`config.mk`:
```
export PLATFORM = sky130hd
export DESIGN_NAME = mwu_cfg
export DESIGN_NICKNAME = d
export VERILOG_FILES = /design/src/rtl/mwu_pkg.sv /design/src/rtl/mwu_cfg.sv
export SDC_FILE = /design/constraint.sdc
export NUM_CORES = 1
export LEC_CHECK = 0
export ABC_AREA = 1
export BUFFER_PORTS_ARGS = -buffer_cell sky130_fd_sc_hd__buf_2
export CORE_MARGIN = 3
export CORE_UTILIZATION = 31
export CTS_CLUSTER_SIZE = 8
export DETAILED_ROUTE_END_ITERATION = 8
export GPL_TIMING_DRIVEN = 0
export HOLD_SLACK_MARGIN = 0.1
export SLEW_MARGIN = 40
export SYNTH_ARGS = -nofsm -noshare
export SYNTH_HDL_FRONTEND = slang
export SYNTH_SLANG_ARGS = --single-unit
export TNS_END_PERCENT = 30
```
`constraint.sdc`:
```
create_clock -name clk -period 2.62 [get_ports clk]
set_clock_uncertainty 0.15 [all_clocks]
set_input_delay 0.393 -clock clk [delete_from_list [all_inputs] [get_ports clk]]
set_output_delay 0.393 -clock clk [all_outputs]
set_load 0.05 [all_outputs]
```
`src/rtl/mwu_pkg.sv`:
```
package mwu_pkg;

    // Store geometry
    localparam int PARAM_COUNT = 1024;
    localparam int ADDR_W      = $clog2(PARAM_COUNT);

    // Field widths
    localparam int IDX_W    = 10;
    localparam int DATA_W   = 32;
    localparam int GAIN_W   = 16;
    localparam int S_DATA_W = 48;
    localparam int M_DATA_W = 80;

    // Fixed point arithmetic
    localparam int FRAC_SHIFT = 15;
    localparam int ROUND_HALF = 1 << (FRAC_SHIFT - 1);
    localparam int PROD_W     = DATA_W + GAIN_W + 1;
    localparam int SUM_W      = PROD_W + 1;
    localparam int RND_W      = SUM_W - FRAC_SHIFT;
    localparam int WIDE_W     = RND_W + 1;

    // Configuration port
    localparam int APB_ADDR_W = 4;
    localparam int APB_DATA_W = 32;
    localparam int REG_SEL_W  = 2;

    localparam logic [REG_SEL_W-1:0] REG_STEP_SIZE = 2'd0;
    localparam logic [REG_SEL_W-1:0] REG_REG_GAIN  = 2'd1;
    localparam logic [REG_SEL_W-1:0] REG_MOMENTUM  = 2'd2;

    localparam logic [GAIN_W-1:0] RATE_RESET     = 16'd328;
    localparam logic [GAIN_W-1:0] REG_GAIN_RESET = 16'd0;
    localparam logic [GAIN_W-1:0] MOMENTUM_RESET = 16'd29491;

    // Operation codes
    localparam logic OP_LOAD   = 1'b0;
    localparam logic OP_UPDATE = 1'b1;

    typedef enum logic [2:0] {
        ST_CLEAR,
        ST_IDLE,
        ST_MUL1,
        ST_ADD1,
        ST_MUL2,
        ST_SUM,
        ST_FIN,
        ST_WB
    } state_t;

    typedef struct packed {
        logic              accept;
        logic              clr_wr;
        logic [ADDR_W-1:0] clr_addr;
        logic              ld_mul1;
        logic              ld_add1;
        logic              ld_mul2;
        logic              ld_sum;
        logic              ld_fin;
        logic              wb;
    } cmd_t;

    typedef struct packed {
        logic op_update;
        logic out_busy;
    } stat_t;

    typedef struct packed {
        logic [GAIN_W-1:0] rate;
        logic [GAIN_W-1:0] reg_gain;
        logic [GAIN_W-1:0] decay;
    } gains_t;

    // Round to nearest, ties toward plus infinity, then drop the Q15 fraction
    function automatic logic signed [RND_W-1:0] rnd_q15(input logic signed [SUM_W-1:0] p);
        logic signed [SUM_W-1:0] q;
        q = p + SUM_W'(ROUND_HALF);
        return q[SUM_W-1:FRAC_SHIFT];
    endfunction

    // Clamp to the signed 32 bit range
    function automatic logic signed [DATA_W-1:0] sat32(input logic signed [WIDE_W-1:0] x);
        logic [WIDE_W-DATA_W:0] top;
        top = x[WIDE_W-1:DATA_W-1];
        if ((&top) || !(|top))
        begin
            return x[DATA_W-1:0];
        end
        else if (x[WIDE_W-1])
        begin
            return {1'b1, {(DATA_W-1){1'b0}}};
        end
        else
        begin
            return {1'b0, {(DATA_W-1){1'b1}}};
        end
    endfunction

endpackage

```
`src/rtl/mwu_cfg.sv`:
```
module mwu_cfg (
    input  logic                                 clk,
    input  logic                                 rst_n,
    input  logic                                 psel,
    input  logic                                 penable,
    input  logic                                 pwrite,
    input  logic [mwu_pkg::APB_ADDR_W-1:0]       paddr,
    input  logic [mwu_pkg::APB_DATA_W-1:0]       pwdata,
    output logic [mwu_pkg::APB_DATA_W-1:0]       prdata,
    output mwu_pkg::gains_t                      gains
);

    mwu_pkg::gains_t                  gains_reg;
    mwu_pkg::gains_t                  gains_next;
    logic                             wr;
    logic [mwu_pkg::REG_SEL_W-1:0]    sel;
    logic [mwu_pkg::GAIN_W-1:0]       wval;

    assign wr   = psel & penable & pwrite;
    assign sel  = paddr[mwu_pkg::APB_ADDR_W-1:2];
    assign wval = pwdata[mwu_pkg::GAIN_W-1:0];

    always_comb
    begin
        gains_next = gains_reg;
        if (wr)
        begin
            unique case (sel)
                mwu_pkg::REG_STEP_SIZE: gains_next.rate     = wval;
                mwu_pkg::REG_REG_GAIN:  gains_next.reg_gain = wval;
                mwu_pkg::REG_MOMENTUM:  gains_next.decay    = wval;
                default:                gains_next          = gains_reg;
            endcase
        end
    end

    always_comb
    begin
        unique case (sel)
            mwu_pkg::REG_STEP_SIZE:
                prdata = mwu_pkg::APB_DATA_W'(gains_reg.rate);
            mwu_pkg::REG_REG_GAIN:
                prdata = mwu_pkg::APB_DATA_W'(gains_reg.reg_gain);
            mwu_pkg::REG_MOMENTUM:
                prdata = mwu_pkg::APB_DATA_W'(gains_reg.decay);
            default:
                prdata = '0;
        endcase
    end

    always_ff @(posedge clk or negedge rst_n)
    begin
        if (!rst_n)
        begin
            gains_reg.rate     <= mwu_pkg::RATE_RESET;
            gains_reg.reg_gain <= mwu_pkg::REG_GAIN_RESET;
            gains_reg.decay    <= mwu_pkg::MOMENTUM_RESET;
        end
        else
        begin
            gains_reg <= gains_next;
        end
    end

    assign gains = gains_reg;

endmodule

```
==> results.ini <==
[power]
p_leak_nw = 1.84
ir_drop_mv = 0.339
powerDensity_mw_per_mm2 = 877

[final_layout]
area_growth_pct = 29.8
largest_register_ff_count = 48
fillers = 789
layout.nets = 450
multi_input_area_mm2 = 0.00102
antennaDiodeCount = 0
register_area_mm2 = 0.00122
design_area_mm2 = 0.00313
drive_gt1_share_pct = 37.8

[flow_run]
drv_cap = 0

[sta]
setup_viol = 0
post-route-period-util_pct = 83.8
whs_ns = 0.151
fin_setup_tns_ns = 0
period_needed_ns = 2.20
rsz0062_at_grt = no
final_max_slew_viol_count = 0
hold_viol_final = 0
slew_headroom_pct = 58.6
worst_pin_slew_ns = 0.620
max_freq_ghz = 0.455

[clock_network]
cts_buffers = 5
clk_pin_slew_worst_paths_ns = 0.09
ctsHtreeMaxLevel = 2
max-clock-path-buffers = 2
cts_root_buffer = clkbuf_8
clkLatencyLatePin_ns = 0.29
cts.sinks = 48
cts_tree = built

[critical_path]
cpPeakStageDelay_ns = 0.40
arrival_ns = 1.65
critPathMostFrequentCell = buf_2
crit_required_ns = 2.08
rr_startpoint = gains[5]
path_class = in -> out
crit_buf_inv = 3
worstPathCellList = buf_2 -> nor2_2 -> buf_4 -> nand2_1 -> nand3_1 -> buf_2
cp_max_fo = 10
rrSetupSlack_ns = 1.75
crit_family = buffers and inverters
crit_start = paddr[3]
end_kind = output port
crit_path_start_kind = input pin
cpMaxStageDelayCell = nor2_2

[global_route]
grt_max_degree = 49
grt_remaining_overflow = 0
grt_pass1_wl_um = 10500
grt_antenna_before_repair = 0
grt_pass1_vias = 1968
track_usage_pct = 15.7

[route]
ant_nets = 0
via_per_inst = 4.28
drt-total-wl_um = 6800
drc = 0
drt-wirelength-per-cell_um = 13.4
first_pass_iters = 4
drtIter0Drc = 92
vias = 2178

[hold_path]
worstHoldStart = pwdata[14]
hold_path.class = in -> reg

[floorplanning]
std_cell_rows = 31
initial_core_util_pct = 32.5
pin_count = 121
die_w_um = 94.2
fp.coreArea_mm2 = 0.00741
dieArea_mm2 = 0.00887
die_h_um = 94.2

[status]
status = completed

[synthesis]
netlist_area_mm2 = 0.00241
postSynthCellCount = 300
ys_top_cells_by_area = dfrtp_1 37%, nand2_1 29%, dfstp_2 13%
synth.distinct_cells = 16
yosysWarnings = 0
synth-seq-cells = 48
synth_top_cell_by_area = dfrtp_1
synth-seq-area-share_pct = 50.5
synth_top_area_share_pct = 37.4
avgSynthCellArea_um2 = 8.03

[place]
place_hpwl_um = 4840
gp_congestion = 0.740
port_buffers = 86
placedInstanceArea_mm2 = 0.00302

[stage by stage]
stage,worst slack [ns],utilization [%],instances,power [W]
2_1_floorplan,0.786,-,315,0.00200
3_3_place_gp,0.417,40.8,500,0.00229
3_5_place_dp,0.410,40.8,500,0.00230
4_1_cts,0.411,42.2,509,0.00277
5_1_grt,0.329,42.2,509,0.00289
6_report,0.424,42.2,509,0.00274
[cell usage in the layout (no fill, tap or decap), types with 2 or more instances in the layout]
cell      count
nand2_1     183
buf_2        85
dfrtp_1      36
buf_4        22
nand3_1      16
conb_1       16
nand2_2      13
dfstp_2      12
clkbuf_8      6
inv_2         3
nand2_4       3
buf_6         3
nor2_4        3
inv_1         2
[final cells by class]
type	instances	share of cell area [%]
flip-flops and latches	48	38.9
clock inverters	1	0.240
clock buffers	7	2.76
plain buffers	25	6.76
well taps	99	3.96
inverters	5	0.600
multi-input cells	237	32.6
repair buffers	87	14.2
[synthesized netlist by cell type]
master / number
nand2_1: 183
dfrtp_1: 36
buf_4: 21
nand3_1: 16
nand2_2: 13
dfstp_2: 12
buf_6: 3
inv_2: 3
nand2_4: 3
nor2_4: 3
inv_1: 2
buf_12: 1
conb_1: 1
nand3_4: 1
nor2_2: 1
nor2_8: 1
[where the power goes]
| group | total [W] | switching [W] | internal, W |
|---|---|---|---|
| clock | 0.000463 | 0.000248 | 0.000215 |
| sequential | 0.00104 | 0.000123 | 0.000920 |
| combinational | 0.00124 | 0.000979 | 0.000256 |
[path summary, 6_finish.rpt]
kind / endpoint / cells after the start
setup / recovery: prdata[5] / 6
setup reg to reg: gains[5] / 2
hold / removal: gains[14] / 3
hold reg to reg: gains[12] / 2
max in group asynchronous: gains[23] / 2
min in group asynchronous: gains[31] / 2
[worst register-to-register path: cells and delay by family (launching register included)]
| kind | cells | cell delay, ns |
|---|---|---|
| simple gates | 2 | 0.11 |
| flops | 1 | 0.56 |
[kinds of logic after synthesis]
logic type | Yosys count | synth area share, %
other cells | 1 | 0.156
simple gates | 221 | 39.8
buf+inv | 30 | 9.55
flops | 48 | 50.5
[what timing repair did]
item / in CTS / in global routing
gates resized for setup: 0 / 0
endpoints found under the hold margin: 36 / 0
hold buffers: 1 / 0
setup buffers: 0 / 0
[routing by layer]
layer | wire [µm] | global-route usage (%) | part of all wire [%] | vias up
met3 | 363 | 2.96 | 5.3 | 2
met1 | 3090 | 21.3 | 45 | 1012
met5 | 0 | 0 | 0 | -
met2 | 3310 | 25.6 | 49 | 65
li1 | - | - | - | 1099
met4 | 38 | 3.97 | 0.56 | 0
Note: power is estimated with default switching activity, not from simulation.
