[src/rtl/mwu_pkg.sv]
package mwu_pkg;

    // Store geometry
    localparam int PARAM_COUNT = 1024;
    localparam int ADDR_W      = $clog2(PARAM_COUNT);

    // Field widths
    localparam int IDX_W    = 10;
    localparam int DATA_W   = 32;
    localparam int GAIN_W   = 16;
    localparam int S_DATA_W = 48;
    localparam int M_DATA_W = 80;

    // Fixed point arithmetic
    localparam int FRAC_SHIFT = 15;
    localparam int ROUND_HALF = 1 << (FRAC_SHIFT - 1);
    localparam int PROD_W     = DATA_W + GAIN_W + 1;
    localparam int SUM_W      = PROD_W + 1;
    localparam int RND_W      = SUM_W - FRAC_SHIFT;
    localparam int WIDE_W     = RND_W + 1;

    // Configuration port
    localparam int APB_ADDR_W = 4;
    localparam int APB_DATA_W = 32;
    localparam int REG_SEL_W  = 2;

    localparam logic [REG_SEL_W-1:0] REG_STEP_SIZE = 2'd0;
    localparam logic [REG_SEL_W-1:0] REG_REG_GAIN  = 2'd1;
    localparam logic [REG_SEL_W-1:0] REG_MOMENTUM  = 2'd2;

    localparam logic [GAIN_W-1:0] RATE_RESET     = 16'd328;
    localparam logic [GAIN_W-1:0] REG_GAIN_RESET = 16'd0;
    localparam logic [GAIN_W-1:0] MOMENTUM_RESET = 16'd29491;

    // Operation codes
    localparam logic OP_LOAD   = 1'b0;
    localparam logic OP_UPDATE = 1'b1;

    typedef enum logic [2:0] {
        ST_CLEAR,
        ST_IDLE,
        ST_MUL1,
        ST_ADD1,
        ST_MUL2,
        ST_SUM,
        ST_FIN,
        ST_WB
    } state_t;

    typedef struct packed {
        logic              accept;
        logic              clr_wr;
        logic [ADDR_W-1:0] clr_addr;
        logic              ld_mul1;
        logic              ld_add1;
        logic              ld_mul2;
        logic              ld_sum;
        logic              ld_fin;
        logic              wb;
    } cmd_t;

    typedef struct packed {
        logic op_update;
        logic out_busy;
    } stat_t;

    typedef struct packed {
        logic [GAIN_W-1:0] rate;
        logic [GAIN_W-1:0] reg_gain;
        logic [GAIN_W-1:0] decay;
    } gains_t;

    // Round to nearest, ties toward plus infinity, then drop the Q15 fraction
    function automatic logic signed [RND_W-1:0] rnd_q15(input logic signed [SUM_W-1:0] p);
        logic signed [SUM_W-1:0] q;
        q = p + SUM_W'(ROUND_HALF);
        return q[SUM_W-1:FRAC_SHIFT];
    endfunction

    // Clamp to the signed 32 bit range
    function automatic logic signed [DATA_W-1:0] sat32(input logic signed [WIDE_W-1:0] x);
        logic [WIDE_W-DATA_W:0] top;
        top = x[WIDE_W-1:DATA_W-1];
        if ((&top) || !(|top))
        begin
            return x[DATA_W-1:0];
        end
        else if (x[WIDE_W-1])
        begin
            return {1'b1, {(DATA_W-1){1'b0}}};
        end
        else
        begin
            return {1'b0, {(DATA_W-1){1'b1}}};
        end
    endfunction

endpackage

[src/rtl/mwu_ctrl.sv]
module mwu_ctrl (
    input  logic           clk,
    input  logic           rst_n,
    input  logic           s_tvalid,
    output logic           s_tready,
    input  mwu_pkg::stat_t stat,
    output mwu_pkg::cmd_t  cmd
);

    localparam logic [mwu_pkg::ADDR_W-1:0] CLR_LAST = mwu_pkg::ADDR_W'(mwu_pkg::PARAM_COUNT - 1);

    mwu_pkg::state_t               state_reg;
    mwu_pkg::state_t               state_next;
    logic [mwu_pkg::ADDR_W-1:0]    clr_cnt_reg;
    logic [mwu_pkg::ADDR_W-1:0]    clr_cnt_next;

    // Next state
    always_comb
    begin
        state_next = state_reg;
        unique case (state_reg)
            mwu_pkg::ST_CLEAR:
            begin
                if (clr_cnt_reg == CLR_LAST)
                begin
                    state_next = mwu_pkg::ST_IDLE;
                end
            end
            mwu_pkg::ST_IDLE:
            begin
                if (s_tvalid)
                begin
                    state_next = mwu_pkg::ST_MUL1;
                end
            end
            mwu_pkg::ST_MUL1:
            begin
                state_next = stat.op_update ? mwu_pkg::ST_ADD1 : mwu_pkg::ST_WB;
            end
            mwu_pkg::ST_ADD1: state_next = mwu_pkg::ST_MUL2;
            mwu_pkg::ST_MUL2: state_next = mwu_pkg::ST_SUM;
            mwu_pkg::ST_SUM:  state_next = mwu_pkg::ST_FIN;
            mwu_pkg::ST_FIN:  state_next = mwu_pkg::ST_WB;
            mwu_pkg::ST_WB:
            begin
                if (!stat.out_busy)
                begin
                    state_next = mwu_pkg::ST_IDLE;
                end
            end
            default: state_next = mwu_pkg::ST_IDLE;
        endcase
    end

    // Outputs
    always_comb
    begin
        cmd          = '0;
        cmd.clr_addr = clr_cnt_reg;
        clr_cnt_next = clr_cnt_reg;
        s_tready     = 1'b0;
        unique case (state_reg)
            mwu_pkg::ST_CLEAR:
            begin
                cmd.clr_wr   = 1'b1;
                clr_cnt_next = clr_cnt_reg + 1'b1;
            end
            mwu_pkg::ST_IDLE:
            begin
                s_tready   = 1'b1;
                cmd.accept = s_tvalid;
            end
            mwu_pkg::ST_MUL1: cmd.ld_mul1 = 1'b1;
            mwu_pkg::ST_ADD1: cmd.ld_add1 = 1'b1;
            mwu_pkg::ST_MUL2: cmd.ld_mul2 = 1'b1;
            mwu_pkg::ST_SUM:  cmd.ld_sum  = 1'b1;
            mwu_pkg::ST_FIN:  cmd.ld_fin  = 1'b1;
            mwu_pkg::ST_WB:   cmd.wb      = !stat.out_busy;
            default:          cmd         = '0;
        endcase
    end

    always_ff @(posedge clk or negedge rst_n)
    begin
        if (!rst_n)
        begin
            state_reg   <= mwu_pkg::ST_CLEAR;
            clr_cnt_reg <= '0;
        end
        else
        begin
            state_reg   <= state_next;
            clr_cnt_reg <= clr_cnt_next;
        end
    end

    a_no_accept_in_clear: assert property (@(posedge clk) disable iff (!rst_n)
        cmd.clr_wr |-> !cmd.accept && !cmd.wb)
        else $error("item taken during velocity clear");

    a_accept_leaves_idle: assert property (@(posedge clk) disable iff (!rst_n)
        cmd.accept |=> state_reg == mwu_pkg::ST_MUL1)
        else $error("accepted word did not start processing");

    a_wb_only_when_free: assert property (@(posedge clk) disable iff (!rst_n)
        cmd.wb |-> !stat.out_busy)
        else $error("result written over a waiting word");

    a_mul2_after_add1: assert property (@(posedge clk) disable iff (!rst_n)
        state_reg == mwu_pkg::ST_MUL2 |-> $past(state_reg) == mwu_pkg::ST_ADD1)
        else $error("weight product started without new velocity");

endmodule

[config.mk]
export PLATFORM = sky130hd
export DESIGN_NAME = mwu_ctrl
export DESIGN_NICKNAME = d
export VERILOG_FILES = /design/src/rtl/mwu_pkg.sv /design/src/rtl/mwu_ctrl.sv
export SDC_FILE = /design/constraint.sdc
export NUM_CORES = 1
export LEC_CHECK = 0
export BUFFER_PORTS_ARGS = -buffer_cell sky130_fd_sc_hd__buf_4
export CAP_MARGIN = 20
export CORE_ASPECT_RATIO = 1.2
export CORE_UTILIZATION = 40
export CTS_CLUSTER_SIZE = 30
export DETAILED_ROUTE_END_ITERATION = 7
export PLACE_DENSITY = 0.7
export SLEW_MARGIN = 10
export SYNTH_ARGS = -nofsm -noshare
export SYNTH_HDL_FRONTEND = slang
export SYNTH_SLANG_ARGS = --single-unit
[constraint.sdc]
create_clock -name clk -period 1.3 [get_ports clk]
set_input_delay 0.13 -clock clk [delete_from_list [all_inputs] [get_ports clk]]
set_output_delay 0.13 -clock clk [all_outputs]
set_load 0.02 [all_outputs]
==> results_dict.tcl <==
set metrics [dict create \
    required_ps 1490 \
    ys_ff_latch 13 \
    ant_nets 0 \
    numCtsBuffers 3 \
    grt.overflow.total 0 \
    critical_path_class "reg2reg" \
    crit_fanout 7 \
    fmax_ghz 0.681 \
    drtIter0Drc 21 \
    cts_tree "done" \
    worst_r2r_endpoint "clr_cnt_reg[4]" \
    synth_area_leaders "dfrtp_1 50%, xnor2_1 8.1%, nand2_1 4.6%" \
    slew_headroom_pct 77.9 \
    fin_crit_sh_pct 113 \
    post_route_cells_drive_above_1_share_pct 60.9 \
    root_buffer "clkbuf_4" \
    seq_area_frac_synth_pct 50.2 \
    fill_cells 98 \
    violations "negative setup slack" \
    routed_wl_um 2130 \
    critical-path-top-delay-family "simple AND/OR/NAND/NOR gates" \
    worstHoldPathType "in2reg" \
    critPathLaunchType "register" \
    tns_ps -1670 \
    cp.arrival_ps 1660 \
    end_kind "register" \
    r2r_cells 5 \
    placed_area_um2 956 \
    skew_ps 7.66 \
    core_area_mm2 0.00148 \
    largest_reg_flops 10 \
    firstDrtPassIters 4 \
    r2r_setup_slack_ps -170 \
    crit_start "state_reg[2]" \
    synthCells 66 \
    rsz0062_at_grt "true" \
    viasPerCell 5.51 \
    first_global_vias 652 \
    tightest_slew_ps 331 \
    irDropWorstVdd_v 0.00126 \
    worstReg2RegStart "state_reg[2]" \
    grtUsageTotal_pct 25.3 \
    yosysWarnings 0 \
    crit_end "clr_cnt_reg[4]" \
    htreeDepth 1 \
    synth.avg_cell_area_um2 9.82 \
    path_cells "or3_4 -> clkinv_8 -> buf_12 -> nand4_1 -> xnor2_1" \
    drc 0 \
    critical_path_buf_inv_count 2 \
    status "finished, violations left" \
    syn_nets 72 \
    placementRows 15 \
    nets 117 \
    die_x_um 38.7 \
    clk_latency_ps 280 \
    wl_per_cell_um 16.8 \
    drv_cap 0 \
    dr_total_vias 700 \
    drv_slew 0 \
    antenna_found_initial 0 \
    cts_sinks 13 \
    mostFrequentLayoutCell "buf_4" \
    p_per_area_mw_per_mm2 1840 \
    slowest_delay_ps 470 \
    cts_buffer_depth 2 \
    area_growth_pct 87.6 \
    synth_area_um2 648 \
    synth_top_cell_by_area "dfrtp_1" \
    layout_common_cells "30 x buf_4, 13 x dfrtp_1, 10 x buf_6, 5 x nand2_1" \
    start_util_pct 43.7 \
    crit_slowest_cell "or3_4" \
    yosys.area.top_type_share_pct 50.2 \
    antenna_cells 0 \
    finalSetupViolations 20 \
    power_leakage_nw 0.621 \
    io_pins 24 \
    setup_slack_ps -169 \
    die_y_um 46.1 \
    fin_area_mm2 0.00122 \
    numPortBuffers 23 \
    clkSlewWorstSetupHoldPaths_ps 80 \
    hpwl_um 1140 \
    grt_max_degree 14 \
    grt_pass1_wl_um 2970 \
    dieArea_mm2 0.00179 \
    hold_viol 0 \
    period_minus_slack_ps 1470 \
    path_depth 5 \
    gp_congestion 0.710 \
    yosysUniqueCellTypes 23 \
]
[routing by layer]
| layer | share of wire [%] | GRT usage (%) | up-vias |
|---|---|---|---|
| li1 | - | - | 320 |
| met2 | 56 | 45.3 | 29 |
| met1 | 38 | 27.8 | 344 |
| met3 | 3.6 | 3.38 | 7 |
| met4 | 2.4 | 14.5 | 0 |
| met5 | 0 | 0 | - |
[repair_timing]
action | CTS | global route
resized for setup | 22 | 14
hold buffers | 1 | 0
buffers inserted | 9 | 0
endpoints found under the hold margin | 13 | 0
endpoints found under the setup margin | 15 | 20
pin swaps | 13 | 8
[synthesized netlist by cell type (all sizes together)]
cell	n
buf	1
clkbuf	2
nand3b	1
or3	2
and3	2
xnor2	6
clkinv	1
nand4	4
nor3	2
nand2	8
a32oi	1
dfrtp	13
and2	1
nor3b	4
xor2	3
and4	1
inv	2
nand3	3
a21oi	2
nor4	2
ha	1
o21ai	3
nor2	1
[where the power goes]
part / total, mW / internal, mW / switching, mW
Sequential: 0.557 / 0.494 / 0.0634
Combinational: 1.43 / 0.720 / 0.706
Clock: 0.255 / 0.119 / 0.136
Total: 2.24 / 1.33 / 0.906
[worst min-delay path, cell delays in order]
cell and delay, ps:
buf_4 90, or3_1 110, a32oi_2 100
[worst min path at each step]
stage	from	endpoint	slack, ps	cells after the start
floorplan	rst_n	clr_cnt_reg[0]	-170	0
global placement	rst_n	clr_cnt_reg[8]	-20	1
detailed placement	rst_n	state_reg[1]	-20	1
CTS	s_tvalid	state_reg[0]	180	3
global route	s_tvalid	state_reg[0]	210	3
finish	s_tvalid	state_reg[0]	200	3
[per-stage QoR]
step	cells	power [mW]	hold WS [ps]	setup WS (ps)	util (%)
finish	127	2.24	196	-169	82.0
global route	127	2.34	212	-216	82.0
CTS	128	2.12	185	-175	78.7
detailed placement	114	1.51	-17.3	-74.2	64.5
global placement	114	1.49	-17.6	-43.7	64.5
floorplan	66	1.09	-166	-47.8	-
[cell families (layout without fill, tap and decap cells)]
family | count (synthesis) | in the layout | synth area share [%]
adder cells (fa/ha/maj) | 1 | 1 | 1.93
flip-flops | 13 | 13 | 50.2
XOR/XNOR | 9 | 9 | 12.2
buffers and inverters | 6 | 50 | 3.67
AND/OR/NAND/NOR | 31 | 31 | 26.8
AO/OA/AOI/OAI | 6 | 6 | 5.21
[cell type report]
cell class / count / area (um^2) / share of cell area [%]
inverter: 3 / 26.3 / 2.16
timing repair buffer: 43 / 383 / 31.5
sequential: 13 / 325 / 26.7
clock buffer: 4 / 26.3 / 2.16
tap: 17 / 21.3 / 1.75
multi-input combinational: 47 / 434 / 35.7
(Power assumes the default switching activity.)
